$ cat config.mk
export PLATFORM = sky130hd
export DESIGN_NAME = front_to_back_pixel_compositor
export DESIGN_NICKNAME = d
export VERILOG_FILES = /design/src/design/fcmp_pkg.sv /design/src/design/fcmp_cfg.sv /design/src/design/fcmp_blend.sv /design/src/design/fcmp_pixcnt.sv /design/src/design/front_to_back_pixel_compositor.sv
export VERILOG_INCLUDE_DIRS = /design/src /design/src/design
export SDC_FILE = /design/constraint.sdc
export NUM_CORES = 2
export LEC_CHECK = 0
export BUFFER_PORTS_ARGS = -buffer_cell sky130_fd_sc_hd__clkbuf_2
export CAP_MARGIN = 25
export CORE_UTILIZATION = 30
export CTS_BUF_LIST = sky130_fd_sc_hd__clkbuf_4 sky130_fd_sc_hd__clkbuf_8
export CTS_CLUSTER_SIZE = 16
export DETAILED_ROUTE_END_ITERATION = 8
export PLACE_DENSITY_LB_ADDON = 0.15
export SYNTH_ARGS = -nofsm -noshare
export SYNTH_HDL_FRONTEND = slang
export SYNTH_SLANG_ARGS = --single-unit
$ cat constraint.sdc
create_clock -name clk -period 13.1 [get_ports clk]
set_input_delay 0.655 -clock clk [delete_from_list [all_inputs] [get_ports clk]]
set_output_delay 0.655 -clock clk [all_outputs]
set_load 0.03 [all_outputs]
$ cat src/design/assert_macros.svh
// assertion macros shared by the compositor rtl
`ifndef ASSERT_MACROS_SVH
`define ASSERT_MACROS_SVH

`ifndef ASSERT_OFF

// clocked check, off while reset is asserted
`define ASSERT_CLK(name, prop, msg) \
    name: assert property (@(posedge clk) disable iff (!rst_n) prop) else $error(msg);

// clocked check, also live during reset
`define ASSERT_ALWAYS(name, prop, msg) \
    name: assert property (@(posedge clk) prop) else $error(msg);

`else

`define ASSERT_CLK(name, prop, msg)
`define ASSERT_ALWAYS(name, prop, msg)

`endif

`endif

$ cat src/design/fcmp_pkg.sv
// shared constants for the front-to-back pixel compositor
package fcmp_pkg;

    // default channel width, unsigned q0.n
    localparam int CHANNEL_BITS_DEF = 16;

    // image size register and pixel index widths
    localparam int PIXCNT_BITS = 21;
    localparam int IDX_BITS    = 20;

    // apb port
    localparam int APB_DATA_BITS = 32;
    localparam int APB_ADDR_BITS = 3;

    // register map, selected by byte address bit 2
    localparam logic REG_CUTOFF   = 1'b0;
    localparam logic REG_PIXCOUNT = 1'b1;

    // opacity cutoff reset value is 0.99 of full scale
    localparam int CUTOFF_NUM = 99;
    localparam int CUTOFF_DEN = 100;

    // pixel count after reset
    localparam logic [PIXCNT_BITS-1:0] PIXCOUNT_RESET = PIXCNT_BITS'(1);

endpackage

$ cat src/design/fcmp_cfg.sv
// apb configuration registers: opacity cutoff and pixel count
module fcmp_cfg #(
    parameter int CHANNEL_BITS = fcmp_pkg::CHANNEL_BITS_DEF
) (
    input  logic                                 clk,
    input  logic                                 rst_n,
    input  logic                                 psel,
    input  logic                                 penable,
    input  logic                                 pwrite,
    input  logic [fcmp_pkg::APB_ADDR_BITS-1:0]   paddr,
    input  logic [fcmp_pkg::APB_DATA_BITS-1:0]   pwdata,
    output logic [fcmp_pkg::APB_DATA_BITS-1:0]   prdata,
    output logic                                 pready,
    output logic [CHANNEL_BITS-1:0]              cutoff,
    output logic [fcmp_pkg::PIXCNT_BITS-1:0]     pixel_count
);

    localparam logic [CHANNEL_BITS-1:0] CUTOFF_RESET =
        CHANNEL_BITS'((fcmp_pkg::CUTOFF_NUM * (1 << CHANNEL_BITS)) / fcmp_pkg::CUTOFF_DEN);

    logic [CHANNEL_BITS-1:0]          cutoff_reg;
    logic [fcmp_pkg::PIXCNT_BITS-1:0] pixcount_reg;
    logic                             wr_en;

    assign pready = 1'b1;
    assign wr_en  = psel && penable && pwrite && pready;

    // register writes
    always_ff @(posedge clk or negedge rst_n)
    begin
        if (!rst_n)
        begin
            cutoff_reg   <= CUTOFF_RESET;
            pixcount_reg <= fcmp_pkg::PIXCOUNT_RESET;
        end
        else if (wr_en)
        begin
            unique case (paddr[2])
                fcmp_pkg::REG_CUTOFF:   cutoff_reg   <= pwdata[CHANNEL_BITS-1:0];
                fcmp_pkg::REG_PIXCOUNT: pixcount_reg <= pwdata[fcmp_pkg::PIXCNT_BITS-1:0];
                default:                cutoff_reg   <= cutoff_reg;
            endcase
        end
    end

    // read mux
    always_comb
    begin
        unique case (paddr[2])
            fcmp_pkg::REG_CUTOFF:   prdata = fcmp_pkg::APB_DATA_BITS'(cutoff_reg);
            fcmp_pkg::REG_PIXCOUNT: prdata = fcmp_pkg::APB_DATA_BITS'(pixcount_reg);
            default:                prdata = '0;
        endcase
    end

    assign cutoff      = cutoff_reg;
    assign pixel_count = pixcount_reg;

endmodule

$ cat src/design/fcmp_blend.sv
// one front-to-back blend step: weighted color and opacity accumulation
module fcmp_blend #(
    parameter int CHANNEL_BITS = fcmp_pkg::CHANNEL_BITS_DEF
) (
    input  logic [CHANNEL_BITS-1:0] sum_red,
    input  logic [CHANNEL_BITS-1:0] sum_green,
    input  logic [CHANNEL_BITS-1:0] sum_blue,
    input  logic [CHANNEL_BITS-1:0] sum_opacity,
    input  logic [CHANNEL_BITS-1:0] red,
    input  logic [CHANNEL_BITS-1:0] green,
    input  logic [CHANNEL_BITS-1:0] blue,
    input  logic [CHANNEL_BITS-1:0] opacity,
    input  logic [CHANNEL_BITS-1:0] cutoff,
    output logic [CHANNEL_BITS-1:0] next_red,
    output logic [CHANNEL_BITS-1:0] next_green,
    output logic [CHANNEL_BITS-1:0] next_blue,
    output logic [CHANNEL_BITS-1:0] next_opacity
);

    localparam int W = CHANNEL_BITS;

    logic         take;
    logic [W:0]   weight;
    logic [W-1:0] term_red;
    logic [W-1:0] term_green;
    logic [W-1:0] term_blue;
    logic [W-1:0] term_opacity;
    logic [W-1:0] opacity_sum;

    // value times weight, scaled back to q0.w with truncation
    function automatic logic [W-1:0] weighted(input logic [W-1:0] value,
                                              input logic [W:0]   wgt);
        logic [2*W:0] prod;
        prod = {{(W+1){1'b0}}, value} * {{W{1'b0}}, wgt};
        return prod[2*W-1:W];
    endfunction

    // add with saturation at full scale
    function automatic logic [W-1:0] sat_add(input logic [W-1:0] a,
                                             input logic [W-1:0] b);
        logic [W:0] s;
        s = {1'b0, a} + {1'b0, b};
        return s[W] ? {W{1'b1}} : s[W-1:0];
    endfunction

    // remaining transparency of the pixel
    assign take   = sum_opacity < cutoff;
    assign weight = {1'b1, {W{1'b0}}} - {1'b0, sum_opacity};

    // one multiplier per channel
    assign term_red     = weighted(red, weight);
    assign term_green   = weighted(green, weight);
    assign term_blue    = weighted(blue, weight);
    assign term_opacity = weighted(opacity, weight);

    // opacity cannot pass full scale, the weight keeps it below one
    assign opacity_sum = sum_opacity + term_opacity;

    // fragments past the cutoff leave the sums alone
    assign next_red     = take ? sat_add(sum_red, term_red)     : sum_red;
    assign next_green   = take ? sat_add(sum_green, term_green) : sum_green;
    assign next_blue    = take ? sat_add(sum_blue, term_blue)   : sum_blue;
    assign next_opacity = take ? opacity_sum                    : sum_opacity;

endmodule

$ cat src/design/fcmp_pixcnt.sv
// pixel position counter that flags the final pixel of an image
module fcmp_pixcnt (
    input  logic                             clk,
    input  logic                             rst_n,
    input  logic                             step,
    input  logic [fcmp_pkg::PIXCNT_BITS-1:0] pixel_count,
    output logic                             last_pixel
);

    logic [fcmp_pkg::IDX_BITS-1:0]    idx_reg;
    logic [fcmp_pkg::IDX_BITS-1:0]    idx_next;
    logic [fcmp_pkg::PIXCNT_BITS-1:0] count_eff;
    logic [fcmp_pkg::PIXCNT_BITS-1:0] limit;

    // a count of zero acts as one
    assign count_eff  = (pixel_count == '0) ? fcmp_pkg::PIXCNT_BITS'(1) : pixel_count;
    assign limit      = count_eff - fcmp_pkg::PIXCNT_BITS'(1);
    assign last_pixel = fcmp_pkg::PIXCNT_BITS'(idx_reg) >= limit;

    // wrap on the final pixel, else count up
    always_comb
    begin
        idx_next = idx_reg;
        if (step)
        begin
            idx_next = last_pixel ? '0 : idx_reg + fcmp_pkg::IDX_BITS'(1);
        end
    end

    always_ff @(posedge clk or negedge rst_n)
    begin
        if (!rst_n)
        begin
            idx_reg <= '0;
        end
        else
        begin
            idx_reg <= idx_next;
        end
    end

endmodule

$ cat src/design/front_to_back_pixel_compositor.sv
// top level of the front-to-back pixel compositor
//
// Fragments enter on the frag channel (frag_valid / frag_stall), nearest
// first, one transaction per fragment; last_layer closes the pixel.
// Composited pixels leave on the pix channel (pix_valid / pix_stall), one
// transaction per last_layer fragment, with last_pixel set on the final
// pixel of the image. Configuration goes through the apb port: byte 0
// holds the opacity cutoff, byte 4 the pixel count of an image.
// Path: a fragment is registered in the input register when accepted; a
// closing fragment's blend is then captured in the output register, which
// raises pix_valid, unless an untaken pixel stalls it; other fragments are
// blended into the accumulators.
// Throughput: one fragment per cycle while frag_stall is low, set by the
// accumulator loop of one multiply per channel and one saturating add per color.
// While pix_stall holds a finished pixel, fragments that close no pixel
// keep flowing; a second closing fragment waits in the input register and
// frag_stall rises until the output is taken.
// Reset clears the accumulators, the pixel index and both valids, and
// loads the cutoff with 0.99 and the pixel count with one.
`include "assert_macros.svh"

module front_to_back_pixel_compositor #(
    parameter int CHANNEL_BITS = fcmp_pkg::CHANNEL_BITS_DEF
) (
    input  logic                               clk,
    input  logic                               rst_n,
    // apb configuration
    input  logic                               psel,
    input  logic                               penable,
    input  logic                               pwrite,
    input  logic [fcmp_pkg::APB_ADDR_BITS-1:0] paddr,
    input  logic [fcmp_pkg::APB_DATA_BITS-1:0] pwdata,
    output logic [fcmp_pkg::APB_DATA_BITS-1:0] prdata,
    output logic                               pready,
    // fragment channel
    input  logic                               frag_valid,
    output logic                               frag_stall,
    input  logic [CHANNEL_BITS-1:0]            red,
    input  logic [CHANNEL_BITS-1:0]            green,
    input  logic [CHANNEL_BITS-1:0]            blue,
    input  logic [CHANNEL_BITS-1:0]            opacity,
    input  logic                               last_layer,
    // pixel channel
    output logic                               pix_valid,
    input  logic                               pix_stall,
    output logic [CHANNEL_BITS-1:0]            out_red,
    output logic [CHANNEL_BITS-1:0]            out_green,
    output logic [CHANNEL_BITS-1:0]            out_blue,
    output logic                               last_pixel
);

    logic [CHANNEL_BITS-1:0]          cutoff;
    logic [fcmp_pkg::PIXCNT_BITS-1:0] pixel_count;

    // input register
    logic                    frag_valid_reg;
    logic                    frag_valid_next;
    logic [CHANNEL_BITS-1:0] red_reg;
    logic [CHANNEL_BITS-1:0] green_reg;
    logic [CHANNEL_BITS-1:0] blue_reg;
    logic [CHANNEL_BITS-1:0] opacity_reg;
    logic                    last_reg;

    // accumulators
    logic [CHANNEL_BITS-1:0] sum_red_reg;
    logic [CHANNEL_BITS-1:0] sum_green_reg;
    logic [CHANNEL_BITS-1:0] sum_blue_reg;
    logic [CHANNEL_BITS-1:0] sum_opacity_reg;
    logic [CHANNEL_BITS-1:0] blend_red;
    logic [CHANNEL_BITS-1:0] blend_green;
    logic [CHANNEL_BITS-1:0] blend_blue;
    logic [CHANNEL_BITS-1:0] blend_opacity;

    // output register
    logic                    pix_valid_reg;
    logic                    pix_valid_next;
    logic [CHANNEL_BITS-1:0] out_red_reg;
    logic [CHANNEL_BITS-1:0] out_green_reg;
    logic [CHANNEL_BITS-1:0] out_blue_reg;
    logic                    last_pixel_reg;

    logic frag_accept;
    logic out_free;
    logic blend_go;
    logic pixel_done;
    logic final_px;

    fcmp_cfg #(
        .CHANNEL_BITS(CHANNEL_BITS)
    ) u_cfg (
        .clk         (clk),
        .rst_n       (rst_n),
        .psel        (psel),
        .penable     (penable),
        .pwrite      (pwrite),
        .paddr       (paddr),
        .pwdata      (pwdata),
        .prdata      (prdata),
        .pready      (pready),
        .cutoff      (cutoff),
        .pixel_count (pixel_count)
    );

    fcmp_blend #(
        .CHANNEL_BITS(CHANNEL_BITS)
    ) u_blend (
        .sum_red      (sum_red_reg),
        .sum_green    (sum_green_reg),
        .sum_blue     (sum_blue_reg),
        .sum_opacity  (sum_opacity_reg),
        .red          (red_reg),
        .green        (green_reg),
        .blue         (blue_reg),
        .opacity      (opacity_reg),
        .cutoff       (cutoff),
        .next_red     (blend_red),
        .next_green   (blend_green),
        .next_blue    (blend_blue),
        .next_opacity (blend_opacity)
    );

    fcmp_pixcnt u_pixcnt (
        .clk         (clk),
        .rst_n       (rst_n),
        .step        (pixel_done),
        .pixel_count (pixel_count),
        .last_pixel  (final_px)
    );

    // handshake: a registered fragment blends unless it closes a pixel
    // while the output still holds an untaken one
    assign out_free    = !pix_valid_reg || !pix_stall;
    assign blend_go    = frag_valid_reg && (!last_reg || out_free);
    assign pixel_done  = blend_go && last_reg;
    assign frag_stall  = frag_valid_reg && !blend_go;
    assign frag_accept = frag_valid && !frag_stall;

    always_comb
    begin
        frag_valid_next = frag_valid_reg;
        if (frag_accept)
        begin
            frag_valid_next = 1'b1;
        end
        else if (blend_go)
        begin
            frag_valid_next = 1'b0;
        end
    end

    always_comb
    begin
        pix_valid_next = pix_valid_reg;
        if (pixel_done)
        begin
            pix_valid_next = 1'b1;
        end
        else if (pix_valid_reg && !pix_stall)
        begin
            pix_valid_next = 1'b0;
        end
    end

    // control state
    always_ff @(posedge clk or negedge rst_n)
    begin
        if (!rst_n)
        begin
            frag_valid_reg  <= 1'b0;
            pix_valid_reg   <= 1'b0;
            sum_red_reg     <= '0;
            sum_green_reg   <= '0;
            sum_blue_reg    <= '0;
            sum_opacity_reg <= '0;
        end
        else
        begin
            frag_valid_reg <= frag_valid_next;
            pix_valid_reg  <= pix_valid_next;
            if (pixel_done)
            begin
                sum_red_reg     <= '0;
                sum_green_reg   <= '0;
                sum_blue_reg    <= '0;
                sum_opacity_reg <= '0;
            end
            else if (blend_go)
            begin
                sum_red_reg     <= blend_red;
                sum_green_reg   <= blend_green;
                sum_blue_reg    <= blend_blue;
                sum_opacity_reg <= blend_opacity;
            end
        end
    end

    // input payload capture
    always_ff @(posedge clk)
    begin
        if (frag_accept)
        begin
            red_reg     <= red;
            green_reg   <= green;
            blue_reg    <= blue;
            opacity_reg <= opacity;
            last_reg    <= last_layer;
        end
    end

    // output payload capture
    always_ff @(posedge clk)
    begin
        if (pixel_done)
        begin
            out_red_reg    <= blend_red;
            out_green_reg  <= blend_green;
            out_blue_reg   <= blend_blue;
            last_pixel_reg <= final_px;
        end
    end

    assign pix_valid  = pix_valid_reg;
    assign out_red    = out_red_reg;
    assign out_green  = out_green_reg;
    assign out_blue   = out_blue_reg;
    assign last_pixel = last_pixel_reg;

    // checks
    `ASSERT_CLK(a_sums_cleared, pixel_done |=> (sum_opacity_reg == '0 && sum_red_reg == '0), "accumulators not cleared after a pixel")
    `ASSERT_CLK(a_opacity_rises, (blend_go && !last_reg) |=> (sum_opacity_reg >= $past(sum_opacity_reg)), "accumulated opacity fell within a pixel")
    `ASSERT_ALWAYS(a_stall_cause, frag_stall |-> (frag_valid_reg && last_reg && pix_valid_reg && pix_stall), "fragment stall without a blocked pixel")

endmodule

After elaboration in Yosys (flattened, before gate mapping)
Cells that the tools add are included.

cells by class
  $lt $le $gt $ge = 2
  bitwise logic cells = 1
  reductions and logical operators = 22
  multipliers = 4
  shift-type cells = 0
  multiplexer cells = 22
  div/mod/pow operators = 0
  eq/ne operators = 0
  $add $sub $neg = 7

operators with widths
  cell                    count
  $mux 16                 15
  $mul 16x17->32          4
  $pmux 32 s2             1
  $add 16x16->17          3
  $ge 20x21->1            1
  $logic_not 21->1        1
  $mux 21                 1
  $sub 21x1->21 const B   1
  $add 20x1->20 const B   1
  $mux 20                 1
  $sub 17x16->17 const A  1
  $add 16x16->16          1
  $lt 16x16->1            1
  $reduce_bool 2->1       4
  $logic_and 1x1->1       7
  $reduce_and 2->1        3
  $logic_not 1->1         5
  $mux 1                  4
  $logic_or 1x1->1        2
  $not 1->1               1

storage, ports and cells
  bits in latches = 0
  output and inout port bits = 84
  bits in read-only memories = 0
  bits in registers = 237
  logic and storage cells = 76
  input port bits = 107
  bits in writable memories = 0
  memories kept = 0

Logic depth before layout (Yosys ltp)
  depth in word-level cells = 9
  depth in mapped cells = 42
  gate-level depth less buffers = 39

By module
A second synthesis with hierarchy kept.

second synthesis, totals
  cell total of the unflattened synthesis = 5123
  area, all modules = 47648.2 µm²

by module, submodules not included
  module                          area each (µm²)  instances  cells each  sequential area each (µm²)
  fcmp_blend                      37103.1          1          4314        0.0
  front_to_back_pixel_compositor  6946.7           1          485         5074.9
  fcmp_pixcnt                     1834.3           1          208         500.5
  fcmp_cfg                        1764.2           1          116         939.7

Worst setup path before layout
No wires, ideal clock.

  path type = reg2reg
  start point = register sum_opacity_reg[0]
  end point = register sum_red_reg[13]
  clock period less this slack = 9.633 ns
  slack = 3.467 ns
  stages on the path, launching flop included = 36
  arrival time = 9.510 ns
  required time = 12.977 ns
  buffers on the path = 4
  setup time = 0.123 ns
  path through = dfrtp_1 > buf_2 > clkbuf_1 > clkbuf_1 > inv_1 > ha_1 > or4b_2 > xor2_1 > clkbuf_1 > nand2_1 > fa_1 > fa_1 > fa_1 > fa_1 > inv_1 > fa_1 > fa_1 > ha_1 > o21ai_0 > a221oi_1 > a21oi_1 > or4_1 > a21boi_1 > o21a_1 > nor2_1 > xnor2_1 > ha_1 > a21o_1 > a21oi_1 > nor2_1 > a211oi_1 > a31oi_1 > a31oi_1 > nor3b_2 > nand2_1 > o221a_2

between the ends
  cells in the longest elaborated chain, start to end = 7
  elaborated cells between the ends (all ways) = 8
  those cells by class = add/sub (2); mul (1); order compare (1); mux (4)

ends and longest elaborated chain
  item                    RTL line                               source
  from (decl)             front_to_back_pixel_compositor.sv:68   logic [CHANNEL_BITS-1:0] sum_opacity_reg;
  from (signal assigned)  front_to_back_pixel_compositor.sv:192  sum_opacity_reg <= blend_opacity;
  $sub 17x16->17          fcmp_blend.sv:48                       assign weight = {1'b1, {W{1'b0}}} - {1'b0, sum_opacity};
  $mul 16x17->32          fcmp_blend.sv:34                       prod = {{(W+1){1'b0}}, value} * {{W{1'b0}}, wgt};
  $add 16x16->17          fcmp_blend.sv:42                       s = {1'b0, a} + {1'b0, b};
  $mux 16                 fcmp_blend.sv:43                       return s[W] ? {W{1'b1}} : s[W-1:0];
  $mux 16 *               fcmp_blend.sv:60                       assign next_red = take ? sat_add(sum_red, term_red) : sum_red;
  $mux 16 *               front_to_back_pixel_compositor.sv:187  else if (blend_go)
  $mux 16 *               front_to_back_pixel_compositor.sv:180  if (pixel_done)
  to (signal assigned)    front_to_back_pixel_compositor.sv:189  sum_red_reg <= blend_red;
  to (decl)               front_to_back_pixel_compositor.sv:65   logic [CHANNEL_BITS-1:0] sum_red_reg;

Mark *: on every way between the ends. The rest lies on a longest branch, timed or not. The select of a mux whose other input is x is not followed.
A chain may end at the register's enable or synchronous reset.

Worst setup path in the final report
  start point = register sum_opacity_reg[4]
  end point = register sum_green_reg[11]

between the ends
  cells in the longest elaborated chain, start to end = 7
  elaborated cells between the ends (all ways) = 8
  those cells by class = add/sub (2); mul (1); order compare (1); mux (4)

ends and longest elaborated chain
  item                  RTL line                               source
  $sub 17x16->17        fcmp_blend.sv:48
  $mul 16x17->32        fcmp_blend.sv:34
  $add 16x16->17        fcmp_blend.sv:42
  $mux 16               fcmp_blend.sv:43
  $mux 16 *             fcmp_blend.sv:61                       assign next_green = take ? sat_add(sum_green, term_green) : sum_green;
  $mux 16 *             front_to_back_pixel_compositor.sv:187
  $mux 16 *             front_to_back_pixel_compositor.sv:180
  to (signal assigned)  front_to_back_pixel_compositor.sv:190  sum_green_reg <= blend_green;
  to (decl)             front_to_back_pixel_compositor.sv:66   logic [CHANNEL_BITS-1:0] sum_green_reg;

Marks and branches as above.

==> flow_metrics.tcl <==
set metrics [dict create \
    die_x_um 396 \
    yosysMostFrequentCell "inv_1" \
    crit_top_cell "fa_1" \
    startpoint_type "register" \
    post-route-drc-count 52 \
    wl_met2_um 59000 \
    dp_hpwl_um 96600 \
    worstSetupPathType "register to register" \
    finalNetCount 6521 \
    clkTransAtPathRegs_ps 70 \
    crit_slowest_cell "xor2_4" \
    rsz0062_at_grt "no" \
    worstHoldPathCells 1 \
    relSlewSlack_pct 29.2 \
    track_usage_pct 17.1 \
    dr_wl_met3_um 5580 \
    ys_warn_count 0 \
    cts-root-buf "clkbuf_8" \
    synthFlopType "edfxtp_1" \
    timing.rr.end "sum_green_reg[11]" \
    period_minus_slack_ps 11390 \
    synth_common_cells "inv_1 (999), fa_1 (828), nand2_1 (698), ha_1 (499), and2_1 (494)" \
    stdcell_area_um2 51300 \
    worst_pin_slew_ps 1050 \
    min_path_type "input port to register" \
    period_share_pct 87.0 \
    grt_start_max_net_pins 66 \
    overflow 0 \
    multi_input_area_um2 35700 \
    maxCapViolCount 0 \
    ios 191 \
    start_util_pct 30.2 \
    place_ws_ps 1710 \
    wl_per_cell_um 18.1 \
    timing.setup.tns_ps 0 \
    yosysUniqueCellTypes 82 \
    holdCritStartpoint "blue[8]" \
    hold_ws_ps 99.7 \
    core-area_um2 154000 \
    rr_startpoint "sum_opacity_reg[4]" \
    grt_pass1_wl_um 209000 \
    synthToLayoutAreaGrowth_pct 10.0 \
    ys_top_cells_by_area "fa_1 (36%), ha_1 (13%), inv_1 (8.0%), edfxtp_1 (7.3%), and2_1 (6.6%)" \
    gp_congestion 0.800 \
    critPathMaxFanout 20 \
    synth_largest_area_cell "fa_1" \
    drive_gt1_share_pct 8.38 \
    clkLatencyLatePin_ps 760 \
    critPathRequiredTime_ps 13700 \
    avgViaCountPerCell 4.65 \
    skew_ps 77.5 \
    h-tree-depth 2 \
    synthCells 5011 \
    synth_enable_flop_cells 114 \
    cts_tree "yes" \
    hold_path_end "blue_reg[8]" \
    violations "design-rule violations" \
    async_flop_share_pct 51.9 \
    ys_ff_latch 237 \
    firstDrtPassIters 9 \
    r2r_slack_ps 1710 \
    path_delay_family "adder cells" \
    vias 33393 \
    synthesis.area_um2 46600 \
    clock-sinks 237 \
    max_freq_ghz 0.0878 \
    final-hold-violation-count 0 \
    status "finished with violations" \
    critical_path_buf_inv_count 4 \
    ff_latch_area_um2 6520 \
    top_layer "met5" \
    wl_um 130000 \
    setup_viol_count_final 0 \
    cp.arrival_ps 11990 \
    wl_met1_um 62900 \
    io_buffers 165 \
    cp-end-kind "register" \
    max_stage_delay_ps 630 \
    clock_path_buffers 3 \
    ff2ff_path_depth 33 \
    synth_top_area_share_pct 35.6 \
    ys_seq_area_share_pct 14.0 \
    final_antenna_net_count 0 \
    first_iter_violations 1530 \
    numCtsBuffers 51 \
    nFillCells 16201 \
    grt_pass1_vias 35689 \
    postCtsSetupRepairBufs 0 \
    post_dp_cell_area_um2 49800 \
    largest_reg_flops 21 \
    fp.dieH_um 396 \
    die-area_um2 157000 \
    antenna_found_initial 4 \
    finalWorstSetupSlack_ps 1710 \
    syn_area_per_cell_um2 9.30 \
    drv_slew 0 \
    row_count 144 \
]
## worst register-to-register path: cells and delay by family, from the launching register on
family	cells	cell delay, ps
fa+ha+maj	8	3650
flops	1	510
xor+xnor	2	930
compound gates	10	2860
buf+inv	4	560
simple gates	9	2720
## cells by family after synthesis
group	synth area share (%)
adder cells (fa/ha/maj)	48.9
flip-flops	14.0
XOR/XNOR	3.23
other	0.0161
AND/OR/NAND/NOR	16.2
multiplexers	0.985
AO/OA/AOI/OAI	6.65
buffers and inverters	10.0
## through the flow
| step | instances | utilization (%) |
|---|---|---|
| floorplan | 5021 | - |
| global placement | 7060 | 32.3 |
| detailed placement | 7061 | 32.3 |
| CTS | 7174 | 33.3 |
| global route | 7175 | 33.3 |
| finish | 7179 | 33.3 |
## routing by layer
| layer | vias to the layer above | track usage, % |
|---|---|---|
| met5 | - | 0 |
| met4 | 2 | 3.32 |
| met3 | 96 | 2.44 |
| met2 | 565 | 27.2 |
| met1 | 17152 | 24.7 |
| li1 | 15578 | - |
## worst max-delay path by stage
stage	from	end	slack (ps)	depth (start not counted)
6_report	sum_opacity_reg[4]	sum_green_reg[11]	1710	33
5_1_grt	sum_opacity_reg[4]	sum_green_reg[4]	890	33
4_1_cts	sum_opacity_reg[4]	sum_green_reg[5]	1620	33
3_5_place_dp	sum_opacity_reg[4]	sum_green_reg[3]	1710	33
3_3_place_gp	sum_opacity_reg[4]	sum_green_reg[10]	1720	33
2_1_floorplan	sum_opacity_reg[0]	sum_red_reg[13]	3470	35
## layout make-up
class / count / share of cell area, %
repair buffers: 241 / 2.93
inverters: 1000 / 7.32
clock inverters: 25 / 0.800
clock buffers: 71 / 1.71
flip-flops and latches: 237 / 12.7
diodes: 5 / 0.0244
multi-input cells: 3556 / 69.5
well taps: 2044 / 4.99
## timing repair
item                      in CTS  in global routing
resized for setup              0                  0
hold endpoints to repair      73                  0
hold buffers                  17                  0
## layout by cell type (no fill, tap or decap), types with 55 or more instances in the layout
cell and instances:
clkbuf_2 164, and2_1 493, clkbuf_8 55, fa_1 828
edfxtp_1 114, inv_1 999, ha_1 498, xnor2_1 107
nor2_1 134, dfrtp_1 111, o21ai_0 98, nand2_1 697
nor3_1 55, a21oi_1 118
Power is left out: the tool's default activity adds up to more than one toggle a clock period on the data nets, which glitch-free logic cannot reach.
